`src/rtl/core/mwd_pkg.sv`:
```
package mwd_pkg;

  localparam int WORD_BITS  = 64;
  localparam int FIELD_BITS = 64;
  localparam int CNT_BITS   = $clog2(2 * WORD_BITS + 1);

  typedef logic [WORD_BITS-1:0]  word_t;
  typedef logic [FIELD_BITS-1:0] field_t;
  typedef logic [CNT_BITS-1:0]   cnt_t;

  typedef enum logic [1:0] {
    ST_IDLE,
    ST_RUN,
    ST_FINISH
  } state_t;

endpackage

```
`src/rtl/core/mwd_if.sv`:
```
interface mwd_in_if;
  logic            valid;
  logic            ready;
  mwd_pkg::field_t dividend_word;
  logic            final_word;

  modport source(output valid, output dividend_word, output final_word, input ready);
  modport sink(input valid, input dividend_word, input final_word, output ready);
endinterface

interface mwd_out_if;
  logic            valid;
  logic            ready;
  mwd_pkg::field_t quotient_word;
  mwd_pkg::field_t remainder_out;
  logic            last_out;
  logic            zero_divisor;

  modport source(output valid, output quotient_word, output remainder_out,
                 output last_out, output zero_divisor, input ready);
  modport sink(input valid, input quotient_word, input remainder_out,
               input last_out, input zero_divisor, output ready);
endinterface

interface mwd_cfg_if;
  logic            valid;
  logic            ready;
  mwd_pkg::field_t divisor;

  modport source(output valid, output divisor, input ready);
  modport sink(input valid, input divisor, output ready);
endinterface

```
`src/rtl/core/mwd_step.sv`:
```
module mwd_step (
  input  mwd_pkg::word_t rem_i,
  input  logic           bit_i,
  input  mwd_pkg::word_t den_i,
  output mwd_pkg::word_t rem_o,
  output logic           qbit_o
);

  mwd_pkg::word_t shifted;
  logic           take;

  always_comb begin
    shifted = {rem_i[mwd_pkg::WORD_BITS-2:0], bit_i};
    take    = rem_i[mwd_pkg::WORD_BITS-1] || (shifted >= den_i);
    rem_o   = take ? (shifted - den_i) : shifted;
    qbit_o  = take;
  end

endmodule

```
`src/rtl/core/multiword_by_word_divider.sv`:
```
// Channel  Dir  Payload                                              Handshake
// cfg_ch   in   divisor                                              valid/ready
// in_ch    in   dividend_word, final_word                            valid/ready
// out_ch   out  quotient_word, remainder_out, last_out, zero_divisor valid/ready
//
// A request steps through the WORD_BITS word bits when the running remainder is
// below the divisor, else 2 * WORD_BITS bits of remainder and word, one quotient
// bit per cycle via the shared shift/compare/subtract step. Zero divisors skip it.
// Synchronous active-low reset clears the running remainder and sets divisor 1.
// in_ch is ready only when idle; a result waits in the output register and
// the next request is accepted meanwhile. Config is always ready.
module multiword_by_word_divider (
  input  logic     clk,
  input  logic     rst_n,
  mwd_cfg_if.sink  cfg_ch,
  mwd_in_if.sink   in_ch,
  mwd_out_if.source out_ch
);

  localparam int W = mwd_pkg::WORD_BITS;

  mwd_pkg::state_t state_r, state_nxt;
  mwd_pkg::cnt_t   cnt_r, cnt_nxt;
  logic [2*W-1:0]  bits_r, bits_nxt;
  mwd_pkg::word_t  r_r, r_nxt;
  mwd_pkg::word_t  q_r, q_nxt;
  logic            last_r, last_nxt;
  logic            zero_r, zero_nxt;
  mwd_pkg::word_t  rem_run_r, rem_run_nxt;
  mwd_pkg::word_t  den_r;
  logic            out_valid_r, out_valid_nxt;
  mwd_pkg::field_t out_q_r, out_q_nxt;
  mwd_pkg::field_t out_rem_r, out_rem_nxt;
  logic            out_last_r, out_last_nxt;
  logic            out_zero_r, out_zero_nxt;

  logic            in_acc;
  logic            out_load;
  logic            out_free;
  mwd_pkg::word_t  word_in;
  mwd_pkg::word_t  step_rem;
  logic            step_q;

  mwd_step u_step (
    .rem_i  (r_r),
    .bit_i  (bits_r[2*W-1]),
    .den_i  (den_r),
    .rem_o  (step_rem),
    .qbit_o (step_q)
  );

  assign cfg_ch.ready = 1'b1;
  assign in_ch.ready  = (state_r == mwd_pkg::ST_IDLE);
  assign in_acc       = in_ch.valid && in_ch.ready;
  assign out_free     = !out_valid_r || out_ch.ready;
  assign word_in      = in_ch.dividend_word[W-1:0];

  assign out_ch.valid         = out_valid_r;
  assign out_ch.quotient_word = out_q_r;
  assign out_ch.remainder_out = out_rem_r;
  assign out_ch.last_out      = out_last_r;
  assign out_ch.zero_divisor  = out_zero_r;

  always_comb begin
    state_nxt    = state_r;
    cnt_nxt      = cnt_r;
    bits_nxt     = bits_r;
    r_nxt        = r_r;
    q_nxt        = q_r;
    last_nxt     = last_r;
    zero_nxt     = zero_r;
    rem_run_nxt  = rem_run_r;
    out_load     = 1'b0;
    case (state_r)
      mwd_pkg::ST_IDLE: begin
        if (in_acc) begin
          last_nxt = in_ch.final_word;
          if (den_r == '0) begin
            q_nxt     = '1;
            r_nxt     = '0;
            zero_nxt  = 1'b1;
            state_nxt = mwd_pkg::ST_FINISH;
          end else begin
            q_nxt     = '0;
            zero_nxt  = 1'b0;
            state_nxt = mwd_pkg::ST_RUN;
            if (rem_run_r < den_r) begin
              r_nxt    = rem_run_r;
              bits_nxt = {word_in, mwd_pkg::word_t'(0)};
              cnt_nxt  = mwd_pkg::CNT_BITS'(W);
            end else begin
              r_nxt    = '0;
              bits_nxt = {rem_run_r, word_in};
              cnt_nxt  = mwd_pkg::CNT_BITS'(2 * W);
            end
          end
        end
      end
      mwd_pkg::ST_RUN: begin
        r_nxt    = step_rem;
        q_nxt    = {q_r[W-2:0], step_q};
        bits_nxt = bits_r << 1;
        cnt_nxt  = cnt_r - mwd_pkg::CNT_BITS'(1);
        if (cnt_r == mwd_pkg::CNT_BITS'(1)) begin
          state_nxt = mwd_pkg::ST_FINISH;
        end
      end
      mwd_pkg::ST_FINISH: begin
        if (out_free) begin
          out_load    = 1'b1;
          rem_run_nxt = last_r ? '0 : r_r;
          state_nxt   = mwd_pkg::ST_IDLE;
        end
      end
      default: begin
        state_nxt = mwd_pkg::ST_IDLE;
      end
    endcase

    out_q_nxt    = out_q_r;
    out_rem_nxt  = out_rem_r;
    out_last_nxt = out_last_r;
    out_zero_nxt = out_zero_r;
    if (out_load) begin
      out_valid_nxt = 1'b1;
      out_q_nxt     = mwd_pkg::field_t'(q_r);
      out_rem_nxt   = mwd_pkg::field_t'(r_r);
      out_last_nxt  = last_r;
      out_zero_nxt  = zero_r;
    end else if (out_ch.ready) begin
      out_valid_nxt = 1'b0;
    end else begin
      out_valid_nxt = out_valid_r;
    end
  end

  always_ff @(posedge clk) begin
    if (!rst_n) begin
      state_r     <= mwd_pkg::ST_IDLE;
      rem_run_r   <= '0;
      den_r       <= mwd_pkg::word_t'(1);
      out_valid_r <= 1'b0;
    end else begin
      state_r     <= state_nxt;
      rem_run_r   <= rem_run_nxt;
      out_valid_r <= out_valid_nxt;
      if (cfg_ch.valid && cfg_ch.ready) begin
        den_r <= cfg_ch.divisor[W-1:0];
      end
    end
  end

  always_ff @(posedge clk) begin
    cnt_r      <= cnt_nxt;
    bits_r     <= bits_nxt;
    r_r        <= r_nxt;
    q_r        <= q_nxt;
    last_r     <= last_nxt;
    zero_r     <= zero_nxt;
    out_q_r    <= out_q_nxt;
    out_rem_r  <= out_rem_nxt;
    out_last_r <= out_last_nxt;
    out_zero_r <= out_zero_nxt;
  end

  a_run_count: assert property (@(posedge clk) disable iff (!rst_n)
    (state_r == mwd_pkg::ST_RUN) |-> (cnt_r != '0))
    else $error("division running with no steps left");

  a_rem_below_den: assert property (@(posedge clk) disable iff (!rst_n)
    out_load |-> (zero_r || (r_r < den_r)))
    else $error("remainder not below divisor");

  a_last_clears: assert property (@(posedge clk) disable iff (!rst_n)
    (out_load && last_r) |=> (rem_run_r == '0))
    else $error("running remainder kept after final word");

  a_busy_after_accept: assert property (@(posedge clk) disable iff (!rst_n)
    in_acc |=> !in_ch.ready)
    else $error("request accepted while busy");

endmodule

```
`src/flat_wrapper.sv`:
```
// flat-port wrapper written by rule: the top's interface ports become plain ports
module multiword_by_word_divider_flat 
  (clk, rst_n, cfg_ch_valid, cfg_ch_divisor, cfg_ch_ready, in_ch_valid, in_ch_dividend_word, in_ch_final_word, in_ch_ready, out_ch_valid, out_ch_quotient_word, out_ch_remainder_out, out_ch_last_out, out_ch_zero_divisor, out_ch_ready);
  mwd_cfg_if cfg_ch_i ();
  mwd_in_if in_ch_i ();
  mwd_out_if out_ch_i ();
  input  logic clk;
  input  logic rst_n;
  input wire logic [$bits(cfg_ch_i.valid)-1:0] cfg_ch_valid;
  input wire logic [$bits(cfg_ch_i.divisor)-1:0] cfg_ch_divisor;
  output wire logic [$bits(cfg_ch_i.ready)-1:0] cfg_ch_ready;
  input wire logic [$bits(in_ch_i.valid)-1:0] in_ch_valid;
  input wire logic [$bits(in_ch_i.dividend_word)-1:0] in_ch_dividend_word;
  input wire logic [$bits(in_ch_i.final_word)-1:0] in_ch_final_word;
  output wire logic [$bits(in_ch_i.ready)-1:0] in_ch_ready;
  output wire logic [$bits(out_ch_i.valid)-1:0] out_ch_valid;
  output wire logic [$bits(out_ch_i.quotient_word)-1:0] out_ch_quotient_word;
  output wire logic [$bits(out_ch_i.remainder_out)-1:0] out_ch_remainder_out;
  output wire logic [$bits(out_ch_i.last_out)-1:0] out_ch_last_out;
  output wire logic [$bits(out_ch_i.zero_divisor)-1:0] out_ch_zero_divisor;
  input wire logic [$bits(out_ch_i.ready)-1:0] out_ch_ready;
  assign cfg_ch_i.valid = cfg_ch_valid;
  assign cfg_ch_i.divisor = cfg_ch_divisor;
  assign cfg_ch_ready = cfg_ch_i.ready;
  assign in_ch_i.valid = in_ch_valid;
  assign in_ch_i.dividend_word = in_ch_dividend_word;
  assign in_ch_i.final_word = in_ch_final_word;
  assign in_ch_ready = in_ch_i.ready;
  assign out_ch_valid = out_ch_i.valid;
  assign out_ch_quotient_word = out_ch_i.quotient_word;
  assign out_ch_remainder_out = out_ch_i.remainder_out;
  assign out_ch_last_out = out_ch_i.last_out;
  assign out_ch_zero_divisor = out_ch_i.zero_divisor;
  assign out_ch_i.ready = out_ch_ready;
  multiword_by_word_divider u_core (.clk(clk), .rst_n(rst_n), .cfg_ch(cfg_ch_i), .in_ch(in_ch_i), .out_ch(out_ch_i));
endmodule
```
`config.mk`:
```
export PLATFORM = sky130hd
export DESIGN_NAME = multiword_by_word_divider_flat
export DESIGN_NICKNAME = d
export VERILOG_FILES = /design/src/rtl/core/mwd_pkg.sv /design/src/rtl/core/mwd_if.sv /design/src/rtl/core/mwd_step.sv /design/src/rtl/core/multiword_by_word_divider.sv /design/src/flat_wrapper.sv
export SDC_FILE = /design/constraint.sdc
export NUM_CORES = 1
export LEC_CHECK = 0
export BUFFER_PORTS_ARGS = -buffer_cell sky130_fd_sc_hd__buf_4
export CAP_MARGIN = 20
export CORE_ASPECT_RATIO = 0.6
export CORE_MARGIN = 2
export CORE_UTILIZATION = 50
export DETAILED_ROUTE_END_ITERATION = 8
export PLACE_DENSITY_LB_ADDON = 0.08
export SYNTH_ARGS = -nofsm -noshare
export SYNTH_HDL_FRONTEND = slang
export SYNTH_SLANG_ARGS = --single-unit
```
`constraint.sdc`:
```
create_clock -name clk -period 20.8 [get_ports clk]
set_input_delay 3.12 -clock clk [delete_from_list [all_inputs] [get_ports clk]]
set_output_delay 3.12 -clock clk [all_outputs]
set_load 0.03 [all_outputs]
```
**Word level (Yosys, flattened, before mapping)**

Cells that the tools add are included.
Widths: inputs -> output; s select.

- Add/subtract/negate cells: 2
- Magnitude comparators: 2
- Equal/unequal tests: 7
- Mux-type cells: 27
- Reductions and logical operators: 13

Operators by type and width:

| kind | count |
|---|---|
| $mux 64 | 7 |
| $mux 128 | 3 |
| $pmux 128 s2 | 1 |
| $pmux 64 s2 | 2 |
| $ge 64x64->1 | 1 |
| $logic_not 64->1 | 1 |
| $lt 64x64->1 | 1 |
| $sub 64x64->64 | 1 |
| $mux 8 | 3 |
| $pmux 8 s2 | 1 |
| $eq 8x1->1 const B | 1 |
| $mux 2 | 4 |
| $sub 8x1->8 const B | 1 |
| $pmux 2 s3 | 1 |
| $reduce_and 2->1 | 3 |
| $reduce_and 3->1 | 2 |
| $mux 1 | 5 |
| $ne 2x1->1 const B | 2 |
| $ne 2x2->1 const B | 2 |
| $reduce_bool 2->1 | 2 |
| $eq 2x1->1 const B | 1 |
| $eq 2x2->1 const B | 1 |
| $logic_not 2->1 | 1 |
| $logic_or 1x1->1 | 2 |
| 2 further kinds | 2 |

- Register bits: 527
- Output and inout port bits: 133
- Logic and storage cells: 65

**Depth between registers and ports, before layout**

Gate-level depths: netlist of run 1.

- Word-level depth: 5
- Depth in mapped cells: 15
- Mapped depth without buffers: 13

**Cells and area by module**

Synthesis of run 1 repeated with hierarchy kept, for this count alone.

- Cell total of the unflattened synthesis: 2696
- Area, all modules: 27863.0 um2

Modules (own cells, without submodules):

| module | times used | cells each | area an instance (um2) | sequential area each (um2) |
|---|---|---|---|---|
| multiword_by_word_divider | 1 | 1853 | 22506.6 | 14513.9 |
| mwd_step | 1 | 843 | 5356.4 | 0.0 |

**Least setup slack after synthesis of run 1**

Ideal clock, no wire load.

- Path type: in2reg
- Start point: input in_ch_valid
- End point: register u_core.bits_r[0] (enable)
- Setup time: 839 ps
- Arrival time: 18686 ps
- Slack: 1275 ps
- Cell stages on the path: 3
- Path buffers: 0
- Path through: nor2_1 nor2_1 a21boi_0

- Cells in the longest elaborated chain, start to end: 3

Ends and longest elaborated chain:

| item | line | source |
|---|---|---|
| start, declared | flat_wrapper.sv:12 | `input wire logic [$bits(in_ch_i.valid)-1:0] in_ch_valid;` |
| $logic_and 1x1->1 | multiword_by_word_divider.sv:54 | `assign in_acc = in_ch.valid && in_ch.ready;` |
| $ne 2x2->1 (no source line) | - |  |
| $reduce_and 3->1 (no source line) | - |  |
| end signal, assigned | multiword_by_word_divider.sv:155 | `bits_r <= bits_nxt;` |
| end, declared | multiword_by_word_divider.sv:24 | `logic [2*W-1:0] bits_r, bits_nxt;` |

No other way between the ends.
A chain may end at the register's enable or synchronous reset.

**Final worst setup path of run 1**

- Start point: input out_ch_ready
- End point: register u_core.out_rem_r[55], in the netlist u_core.out_ch.remainder_out[55] (enable)

- Cells in the longest elaborated chain, start to end: 3

Ends and longest elaborated chain:

| item | line | source |
|---|---|---|
| start, declared | flat_wrapper.sv:21 | `input wire logic [$bits(out_ch_i.ready)-1:0] out_ch_ready;` |
| $logic_or 1x1->1 | multiword_by_word_divider.sv:55 | `assign out_free = !out_valid_r \|\| out_ch.ready;` |
| $mux 1 | multiword_by_word_divider.sv:109 | `if (out_free) begin` |
| $mux 1 | multiword_by_word_divider.sv:74 | `case (state_r)` |
| net u_core.out_load | multiword_by_word_divider.sv:38 | `logic out_load;` |
| end signal, assigned | multiword_by_word_divider.sv:161 | `out_rem_r <= out_rem_nxt;` |
| end, declared | multiword_by_word_divider.sv:33 | `mwd_pkg::field_t out_rem_r, out_rem_nxt;` |

The timed path passes the listed nets, and every way through them passes these cells.

==> impl_results.md, run 1 <==
* 1st-iter DRT viols at 1845
* Num CTS Buffers at 50
* Seq/Total Area, Yosys at 0.545
* Area Growth Syn to Fin at 15.6%
* Core footprint at 0.0525 sq mm
* Nets at 2912
* Yosys top cell area share at 0.447
* Hold path startpoint: u_core.zero_r
* Ports at 267
* Post_cts resized at 0
* Final hold slack at 0.437 ns
* Setup Skew at 0.0211 ns
* Final wirelength at 74800 um
* Syn Area/Cell at 10.9 sq um
* Via Count at 19.5k
* Crit path required time at 21.03 ns
* Pint at 2.12 mW
* Total gr overflow at 0
* Slew margin rel. at 0.250
* Path depth of the worst reg2reg path at 11
* CTS tree: built
* CP most frequent cell: buf_4
* CP Data Arrival Time at 5.76 ns
* Die width at 302 um
* Crit Path Max Fanout at 84
* Crit-path max cell delay at 0.96 ns
* Row count at 65
* Port Buf Inserts at 265
* Largest net degree at the start of global routing at 132
* Setup crit start kind: primary input
* Tmin final at 5.53 ns
* WHS Endpoint: u_core.out_ch.zero_divisor
* Synth Warn # at 0
* Pleak at 12.8 nW
* Clock slew at reported path FFs at 0.06 ns
* Top area cells in the synthesized netlist: edfxtp_1 (45%), dfxtp_1 (9.9%), ha_1 (6.1%)
* Initial antenna violation count at 1
* Largest area contributor in the netlist: edfxtp_1
* Gate power share at 0.272
* Pwr dens at 102 mW/mm^2
* Clk Latency, worst-skew pair at 0.60 ns
* R2r endpoint: u_core.bits_r[56]
* Library cells used by synthesis at 74
* Clock root buffer: clkbuf_16
* Pre-antenna DRT Iters at 5
* Deepest clock path buffer count at 3
* # setup viols final at 0
* Most used DFF post-synth: edfxtp_1
* Total track usage at 0.267
* WP depth at 5
* RSZ-0062 raised after global routing: false
* CP bufs+invs at 3
* Max-cap violations at 0
* Most common cell in the synthesized netlist: edfxtp_1
* DRC at 0
* Crit path from: out_ch_ready
* Cell area after synthesis at 0.0266 sq mm
* Period utilization at 0.266
* Synth Register Bits at 527
* Sum of negative setup slack at 0 ns
* Final Slew Violations at 0
* Post-synth top cells: edfxtp_1 (396), nand2_1 (287), o21ai_0 (199), a21oi_1 (175), nor2b_1 (139)
* Crit path kind: in2reg
* EDFF count, synth at 396
* Die ar. at 0.0552 sq mm
* Initial Utilization at 0.507
* Crit path cell chain: buf_4 > nand2b_1 > nand3_4 > inv_6 > buf_4
* Seq pwr share at 0.430
* Vias in the first global route at 18.7k
* Ys async rst share at 0
* Flop2flop setup slack at 16.11 ns
* # hold bufs at CTS at 0
* Slowest CP cell: inv_6
* H-tree depth at 2
* Fmax at 181 MHz
* Mapped Nets at 2717
* Die H at 183 um
* Hold Crit Depth at 0
* Worst Tran Pin Value at 1.13 ns
* Routed vias/inst at 5.76
* Routed wire per std cell at 22.0 um
* Endpoints failing hold at 0
* Synth Instances at 2453
* Worst R2R Start: u_core.den_r[13]
* NetSw at 1.03 mW
* Crit path max-delay family: buffers and inverters
* Hold Path Class: reg2reg
* Share of cells above drive strength 1 at 0.148
* Net Sw Frac at 0.327
* Peak supply drop at 71.0 uV
* Status: completed
* Setup crit end kind: flip-flop
* TritonCTS Sinks at 527
* Clock Power Share at 0.299
* First-pass GRT wire length at 113000 um
* Final GP Congestion at 0.917
* HPWL after DPL at 53300 um
* Antenna Violating Nets Remaining at 0
* # Post-CTS Setup Buffers at 0
-- registers in the layout, indices dropped and copies added (netlist names) --
signal	cells
u_core.rem_run_r	64
u_core.last_r	1
u_core.state_r	2
u_core.r_r	64
u_core.q_r	64
u_core.out_ch.quotient_word	64
u_core.out_ch.remainder_out	64
u_core.out_ch.zero_divisor	1
u_core.den_r	64
u_core.out_ch.valid	1
u_core.cnt_r	8
u_core.out_ch.last_out	1
u_core.zero_r	1
u_core.bits_r	128
-- how the worst max path moves through the flow --
stage,end,slack (ns)
detailed placement,u_core.out_ch.remainder_out[57],14.68
finish,u_core.out_ch.remainder_out[55],15.27
CTS,u_core.out_ch.remainder_out[42],15.30
floorplan,u_core.bits_r[0],1.28
global placement,u_core.out_ch.remainder_out[56],14.76
global route,u_core.out_ch.remainder_out[42],15.09
-- per-stage QoR --
step	power (mW)	instance area (sq um)	utilization	setup slack, ns	std cells
floorplan	1.96	26600	-	1.28	2453
CTS	3.15	30700	0.585	15.30	3391
detailed placement	2.21	29100	0.553	14.68	3298
global route	3.30	30800	0.585	15.09	3392
global placement	2.20	29100	0.553	14.76	3297
finish	3.15	30800	0.586	15.27	3393
-- worst register-to-register path, cell delays in order, from the launching register on --
cell	delay, ns
dfxtp_1	0.47
inv_1	0.13
ha_1	0.32
a21o_1	0.16
a211o_1	0.33
a31oi_1	0.53
nor2_1	0.09
a221o_1	0.46
a21oi_1	0.32
o21a_4	0.46
buf_4	0.72
o21ai_0	0.39
-- per-layer routing --
metal,up-vias,GRT usage,wire (um)
met4,0,0.0509,1130
li1,9305,-,-
met2,663,0.356,29700
met3,80,0.0555,5560
met5,-,0,0
met1,9493,0.437,38400
-- power by group through the flow --
stage	Combinational, mW	Sequential (mW)	Clock (mW)
after floorplan	0.591	1.37	0
after global placement	0.830	1.37	0
after detailed placement	0.836	1.37	0
after CTS	0.842	1.35	0.959
after global routing	0.935	1.36	1.00
final	0.855	1.35	0.940
-- logic make-up after synthesis --
family,count (synthesis),synth area share
AOI/OAI and AO/OA,661,0.151
xor gates and xnor gates,66,0.0217
adders and majority gates,130,0.0614
buffers and inverters,231,0.0367
DFF,527,0.545
muxes,134,0.0504
other,1,0.000141
and+or+nand+nor,703,0.133
-- area by class of cell --
class | instances | area [sq um]
Timing Repair Buffer | 288 | 2180
Antenna cell | 1 | 2.50
Sequential cell | 527 | 14500
Inverter | 86 | 328
Tap cell | 703 | 880
Fill cell | 4462 | 21800
Multi-Input combinational cell | 1695 | 11200
Clock inverter | 19 | 210
Clock buffer | 74 | 1460
-- cells in the final DEF (no fill, tap or decap), types with 9 or more instances in the layout --
| cell | count |
|---|---|
| nor3_1 | 17 |
| o21bai_1 | 15 |
| a211oi_1 | 10 |
| buf_4 | 286 |
| nand2_1 | 287 |
| o21ai_1 | 43 |
| nor4_1 | 18 |
| clkbuf_16 | 52 |
| nor2b_1 | 139 |
| o31ai_1 | 9 |
| inv_1 | 85 |
| nand4_1 | 31 |
| xor2_1 | 30 |
| o21ai_0 | 199 |
| edfxtp_1 | 396 |
| nand3_1 | 9 |
| a21oi_1 | 175 |
| xnor2_1 | 36 |
| clkbuf_1 | 14 |
| dfxtp_1 | 131 |
| a22oi_1 | 31 |
| nor2_1 | 88 |
| mux2i_1 | 134 |
| a21o_1 | 109 |
| nor3b_1 | 63 |
| ha_1 | 129 |
No activity file was read; power rests on OpenSTA's default activity.
==> inputs of run 2 (changes only) <==
==> constraint.sdc (replaced) <==
create_clock -name clk -period 5.65 [get_ports clk]
set_input_delay 0.8475 -clock clk [delete_from_list [all_inputs] [get_ports clk]]
set_output_delay 0.8475 -clock clk [all_outputs]
set_load 0.03 [all_outputs]
==> impl_results.md, run 2 (synthesis results as in run 1) <==
* R2r endpoint: u_core.r_r[48]
* Worst Tran Pin Value at 1.10 ns (-0.0217 ns)
* Register area at 0.0145 sq mm (unchanged)
* Endpoints failing hold at 0 (unchanged)
* Worst slack, placed at 1.41 ns (-13.27 ns)
* Deepest clock path buffer count at 3 (unchanged)
* Post_cts resized at 0 (unchanged)
* Total track usage at 0.269 (+0.00276)
* Worst R2R Start: u_core.r_r[30]
* Post-DP Area at 0.0291 sq mm (+0.18%)
* Flop2flop setup slack at 1.25 ns (-14.86 ns)
* Clk Latency, worst-skew pair at 0.57 ns (-0.03 ns)
* TritonCTS Sinks at 527 (unchanged)
* Crit Path Max Fanout at 53 (-37%)
* Setup crit end kind: flip-flop
* Commonest non-fill, non-tap cell in the layout: edfxtp_1
* Tmin final at 4.40 ns
* Commonest cells after routing, fill and taps aside: edfxtp_1 (396), nand2_1 (287), buf_4 (282), o21ai_0 (199), a21oi_1 (175)
* Routed wire per std cell at 22.3 um (+1.2%)
* Final GP Congestion at 0.960 (+4.7%)
* Clock slew at reported path FFs at 0.06 ns (about the same)
* Clock root buffer: clkbuf_16
* Pwr dens at 371 mW/mm^2 (+260%)
* Pleak at 12.7 nW (-0.52%)
* DRC at 0 (unchanged)
* Largest net degree at the start of global routing at 139 (+5.3%)
* Fmax at 228 MHz
* Path depth of the worst reg2reg path at 13 (+2)
* Period utilization at 0.778
* Initial antenna violation count at 3 (+2)
* 1st-iter DRT viols at 1887 (+2.3%)
* Sum of negative setup slack at 0 ns (unchanged)
* Initial Utilization at 0.507 (unchanged)
* Max-cap violations at 0 (unchanged)
* Antenna Violating Nets Remaining at 0 (unchanged)
* Final hold slack at 0.429 ns (-0.00821 ns)
* Core footprint at 0.0525 sq mm (unchanged)
* CP Data Arrival Time at 4.81 ns (-0.95 ns)
* Max reg flops at 128 (unchanged)
* Vias in the first global route at 18.5k (-1.3%)
* Setup Skew at 0.0199 ns (-0.00121 ns)
* Die ar. at 0.0552 sq mm (unchanged)
* Routed vias/inst at 5.78 (+0.42%)
* CTS tree: built
* Final wirelength at 75500 um (+1.0%)
* Design area at 0.0306 sq mm (-0.45%)
* ANT cells at 0 (-1)
* Via Count at 19.6k (+0.27%)
* Hold Path Class: reg2reg
* Status: completed
* Die width at 302 um (unchanged)
* Die H at 183 um (unchanged)
* # setup viols final at 0 (unchanged)
* Row count at 65 (unchanged)
* Final core occ at 0.583 (-0.00262)
* Crit path required time at 6.07 ns (-14.96 ns)
* Area Growth Syn to Fin at 15.1%
* Top reg by flops: u_core.bits_r
* Non-filler cells, final at 3388 (-0.15%)
* Crit path kind: reg2reg
* Fill count at 4526 (+1.4%)
* Final Total Pwr at 11.4 mW (+260%)
* Multi-input gate area in the final layout at 0.0112 sq mm (about the same)
* Final Slew Violations at 0 (unchanged)
* Num CTS Buffers at 49 (-2.0%)
* Final WS setup at 1.25 ns (-14.01 ns)
* First-pass GRT wire length at 114000 um (+0.86%)
* Slew margin rel. at 0.264 (+0.0144)
* Pre-antenna DRT Iters at 5 (unchanged)
* # hold bufs at CTS at 0 (unchanged)
* Crit path from: u_core.r_r[30]
* HPWL after DPL at 54400 um (+2.1%)
* RSZ-0062 raised after global routing: false
* Peak supply drop at 234 uV (+230%)
* H-tree depth at 2 (unchanged)
* # Post-CTS Setup Buffers at 0 (unchanged)
* Inst Count DP at 3297 (-0.030%)
* Setup crit start kind: flip-flop
* Nets at 2910 (-0.069%)
* Port Buf Inserts at 265 (unchanged)
* Ports at 267 (unchanged)
* Total gr overflow at 0 (unchanged)
* Worst Setup EP: u_core.r_r[48]
* Share of cells above drive strength 1 at 0.147 (-0.000896)
==> run 2: cell types whose count changed in the layout (fill, tap and decap cells not counted), moves of 3 or more <==
cell,delta
buf_4,-4
clkbuf_8,-3
clkinv_2,+5
buf_12,+4
clkbuf_16,-3
==> run 2: metal layers <==
| metal | part of all wire | track usage | wire length, um |
|---|---|---|---|
| met5 | 0.00030 | 0 | 23 |
| met4 | 0.013 | 0.0428 | 950 |
| met3 | 0.076 | 0.0456 | 5730 |
| met2 | 0.39 | 0.354 | 29600 |
| met1 | 0.52 | 0.457 | 39200 |
==> run 2: worst min-delay path by stage <==
| stage | startpoint | end | cells after the start | slack (ns) |
|---|---|---|---|---|
| after global routing | in_ch_final_word | u_core.last_r | 1 | 0.44 |
| after floorplan | u_core.q_r[63] | u_core.out_ch.quotient_word[63] | 0 | 0.40 |
| after CTS | u_core.q_r[63] | u_core.out_ch.quotient_word[63] | 0 | 0.43 |
| after detailed placement | u_core.q_r[63] | u_core.out_ch.quotient_word[63] | 0 | 0.42 |
| final | u_core.q_r[63] | u_core.out_ch.quotient_word[63] | 0 | 0.43 |
| after global placement | u_core.q_r[63] | u_core.out_ch.quotient_word[63] | 0 | 0.40 |
==> run 2: power breakdown <==
| group | internal [mW] | switching (mW) | total [mW] |
|---|---|---|---|
| logic | 1.17 | 2.01 | 3.18 |
| clock network | 1.73 | 1.47 | 3.19 |
| registers | 4.69 | 0.300 | 4.99 |
| total | 7.58 | 3.78 | 11.4 |
==> run 2: layout make-up <==
| class | count | share of cell area |
|---|---|---|
| Clock inverter | 23 | 0.00539 |
| Clock buffer | 67 | 0.0439 |
| Tap cell | 703 | 0.0287 |
| Inverter | 86 | 0.0107 |
| Sequential cell | 527 | 0.474 |
| Timing Repair Buffer | 287 | 0.0719 |
| Multi-Input combinational cell | 1695 | 0.365 |
==> run 2: critical path, stage by stage, from the launching register on <==
cell and delay (ns):
edfxtp_1 0.48, ha_1 0.47, a21oi_1 0.31, o21ai_0 0.21, nor3_1 0.21, nand2_1 0.07
o22ai_1 0.56, nand2_1 0.20, a31oi_4 0.18, buf_4 0.53, and2_1 0.21, buf_4 0.42
a22oi_1 0.18, o21ai_1 0.15
==> inputs of run 3 (changes only) <==
--- a/config.mk
+++ b/config.mk
@@ -5,6 +5,7 @@
 export SDC_FILE = /design/constraint.sdc
 export NUM_CORES = 1
 export LEC_CHECK = 0
+export ABC_AREA = 1
 export BUFFER_PORTS_ARGS = -buffer_cell sky130_fd_sc_hd__buf_4
 export CAP_MARGIN = 20
 export CORE_ASPECT_RATIO = 0.6
==> constraint.sdc (replaced) <==
create_clock -name clk -period 3.79 [get_ports clk]
set_input_delay 0.5685 -clock clk [delete_from_list [all_inputs] [get_ports clk]]
set_output_delay 0.5685 -clock clk [all_outputs]
set_load 0.03 [all_outputs]
==> impl_results.md, run 3 <==
* Setup crit start kind: flip-flop
* Ports at 267 (unchanged)
* Design area at 0.0333 sq mm (+8.7%)
* Most used DFF post-synth: edfxtp_1
* Post_cts resized at 0 (unchanged)
* Final Total Pwr at 19.0 mW (+68%)
* Antenna Violating Nets Remaining at 0 (unchanged)
* TritonCTS Sinks at 527 (unchanged)
* Most common cell in the synthesized netlist: nand2_1
* Setup Skew at 0.0333 ns (+0.0134 ns)
* # hold bufs at CTS at 0 (unchanged)
* Total track usage at 0.325 (+0.0557)
* Top reg by flops: u_core.bits_r
* Final GP Congestion at 0.997 (+3.8%)
* Clock slew at reported path FFs at 0.07 ns (about the same)
* Clock root buffer: clkbuf_16
* Syn Area/Cell at 8.20 sq um (-24%)
* Port Buf Inserts at 265 (unchanged)
* Cell area after synthesis at 0.0288 sq mm (+8.3%)
* Final WS setup at 0.281 ns (-0.973 ns)
* 1st-iter DRT viols at 3142 (+67%)
* Core footprint at 0.0573 sq mm (+9.0%)
* Pint at 11.8 mW (+55%)
* Peak supply drop at 375 uV (+60%)
* Pre-antenna DRT Iters at 6 (+1)
* ANT cells at 0 (unchanged)
* Crit Path Max Fanout at 19 (-64%)
* Worst Tran Pin Value at 0.954 ns (-0.149 ns)
* Routed vias/inst at 5.61 (-3.0%)
* Setup crit end kind: flip-flop
* Clk Latency, worst-skew pair at 0.64 ns (+0.07 ns)
* Net Sw Frac at 0.383 (+0.0501)
* Num CTS Buffers at 49 (unchanged)
* Largest net degree at the start of global routing at 146 (+5.0%)
* Worst slack, placed at 0.365 ns (-1.05 ns)
* Share of cells above drive strength 1 at 0.112 (-0.0351)
* Clock Power Share at 0.258 (-0.023)
* Seq/Total Area, Yosys at 0.503 (-0.0420)
* Die width at 314 um (+4.0%)
* Total gr overflow at 0 (unchanged)
* Synth Instances at 3518 (+43%)
* Routed wire per std cell at 21.6 um (-3.3%)
* Final wirelength at 98000 um (+30%)
* Tmin final at 3.51 ns (-0.887 ns)
* DRC at 0 (unchanged)
* Die H at 190 um (+4.0%)
* Post-DP Area at 0.0317 sq mm (+9.0%)
* Library cells used by synthesis at 45 (-39%)
* # Post-CTS Setup Buffers at 0 (unchanged)
* First-pass GRT wire length at 147000 um (+29%)
* Mapped Nets at 3782 (+39%)
* CTS tree: built
* Final Slew Violations at 0 (unchanged)
* Crit path kind: reg2reg
* Max-cap violations at 0 (unchanged)
* Crit path required time at 4.17 ns (-1.90 ns)
* CP Data Arrival Time at 3.89 ns (-0.92 ns)
* Largest area contributor in the netlist: edfxtp_1
* Yosys top cell area share at 0.412 (-0.0344)
* Commonest cells after routing, fill and taps aside: nand2_1 (1117), inv_1 (497), edfxtp_1 (396), buf_4 (293), nand3_1 (273)
* Slew margin rel. at 0.364 (+0.0995)
* Endpoints failing hold at 0 (unchanged)
* Fmax at 285 MHz (+25%)
* Synth Warn # at 0 (unchanged)
* H-tree depth at 2 (unchanged)
* Synth Register Bits at 527 (unchanged)
* Period utilization at 0.926 (+0.148)
* Top area cells in the synthesized netlist: edfxtp_1 (41%), nand2_1 (15%), dfxtp_1 (9.1%)
* Initial antenna violation count at 5 (+2)
* Sum of negative setup slack at 0 ns (unchanged)
* Gate power share at 0.346 (+0.066)
* Max reg flops at 128 (unchanged)
* RSZ-0062 raised after global routing: false
* # setup viols final at 0 (unchanged)
* Pwr dens at 572 mW/mm^2 (+54%)
* Seq pwr share at 0.396 (-0.043)
* NetSw at 7.29 mW (+93%)
* Via Count at 25.5k (+30%)
* Initial Utilization at 0.504 (-0.00297)
* Area Growth Syn to Fin at 15.4%
* Post-synth top cells: nand2_1 (1121), inv_1 (502), edfxtp_1 (396), nand3_1 (273), a21oi_1 (234)
* EDFF count, synth at 396 (unchanged)
* Row count at 68 (+4.6%)
* Nets at 3998 (+37%)
* HPWL after DPL at 74300 um (+37%)
* Commonest non-fill, non-tap cell in the layout: nand2_1
* Status: completed
* Ys async rst share at 0 (unchanged)
* Deepest clock path buffer count at 3 (unchanged)
* Vias in the first global route at 23.5k (+27%)
* Pleak at 15.5 nW (+22%)
* Hold Path Class: in2reg
* Die ar. at 0.0597 sq mm (+8.2%)
run 3: cell families (layout without fill, tap and decap cells):
group | after synthesis | after routing | share of synthesized area
AOI/OAI and AO/OA | 484 | 484 | 0.0914
DFF | 527 | 527 | 0.503
other | 1 | 1 | 0.000130
xor gates and xnor gates | 33 | 33 | 0.0100
adders and majority gates | 130 | 130 | 0.0567
buffers and inverters | 653 | 908 | 0.0896
and+or+nand+nor | 1690 | 1690 | 0.249
run 3: power groups by stage:
stage	clock, mW	sequential [mW]	combinational, mW
2_1_floorplan	0	7.57	4.15
3_3_place_gp	0	7.62	6.31
3_5_place_dp	0	7.64	6.38
4_1_cts	4.97	7.53	6.41
5_1_grt	5.18	7.61	7.21
6_report	4.91	7.54	6.59
run 3: worst paths after layout:
check | cells past startpoint | slack (ns) | to | start
hold reg to reg | 0 | 0.43 | u_core.out_ch.zero_divisor | u_core.zero_r
setup reg to reg | 19 | 0.28 | u_core.r_r[33] | u_core.bits_r[127]
setup / recovery | 19 | 0.28 | u_core.r_r[33] | u_core.bits_r[127]
hold / removal | 1 | 0.12 | u_core.last_r | in_ch_final_word
run 3: metrics by stage:
stage	instances	hold WS (ns)	utilization
global placement	4453	0.406	0.554
global route	4543	0.0928	0.581
detailed placement	4453	0.413	0.554
finish	4543	0.116	0.581
floorplan	3518	0.400	-
CTS	4543	0.0839	0.581
run 3: routing by layer:
metal,vias up,wire (um),GRT usage
met1,12200,49000,0.540
met4,0,1460,0.0576
met5,-,0,0
met2,1142,36900,0.417
met3,98,10600,0.0790
li1,12000,-,-
run 3: area by class of cell:
| class | instances | area [sq um] |
|---|---|---|
| tap | 770 | 963 |
| fill | 5110 | 24000 |
| clock inverter | 24 | 185 |
| multi-input combinational | 2338 | 11800 |
| clock buffer | 66 | 1360 |
| timing repair buffer | 310 | 2540 |
| sequential | 527 | 14500 |
| inverter | 508 | 1930 |
run 3: critical path: stages (launching register included):
cell and delay [ns]:
edfxtp_1 0.55, inv_1 0.12, ha_1 0.27, fa_1 0.41, inv_1 0.09, nand3_1 0.08
nand2_2 0.16, nand2_1 0.08, nand2_2 0.13, nand2_1 0.08, nand2_2 0.12, nand2_2 0.07
nand3_2 0.06, nand2_2 0.06, nand2_2 0.24, buf_12 0.22, buf_12 0.18, nand3_1 0.15
nand3_1 0.11, nand2_1 0.06
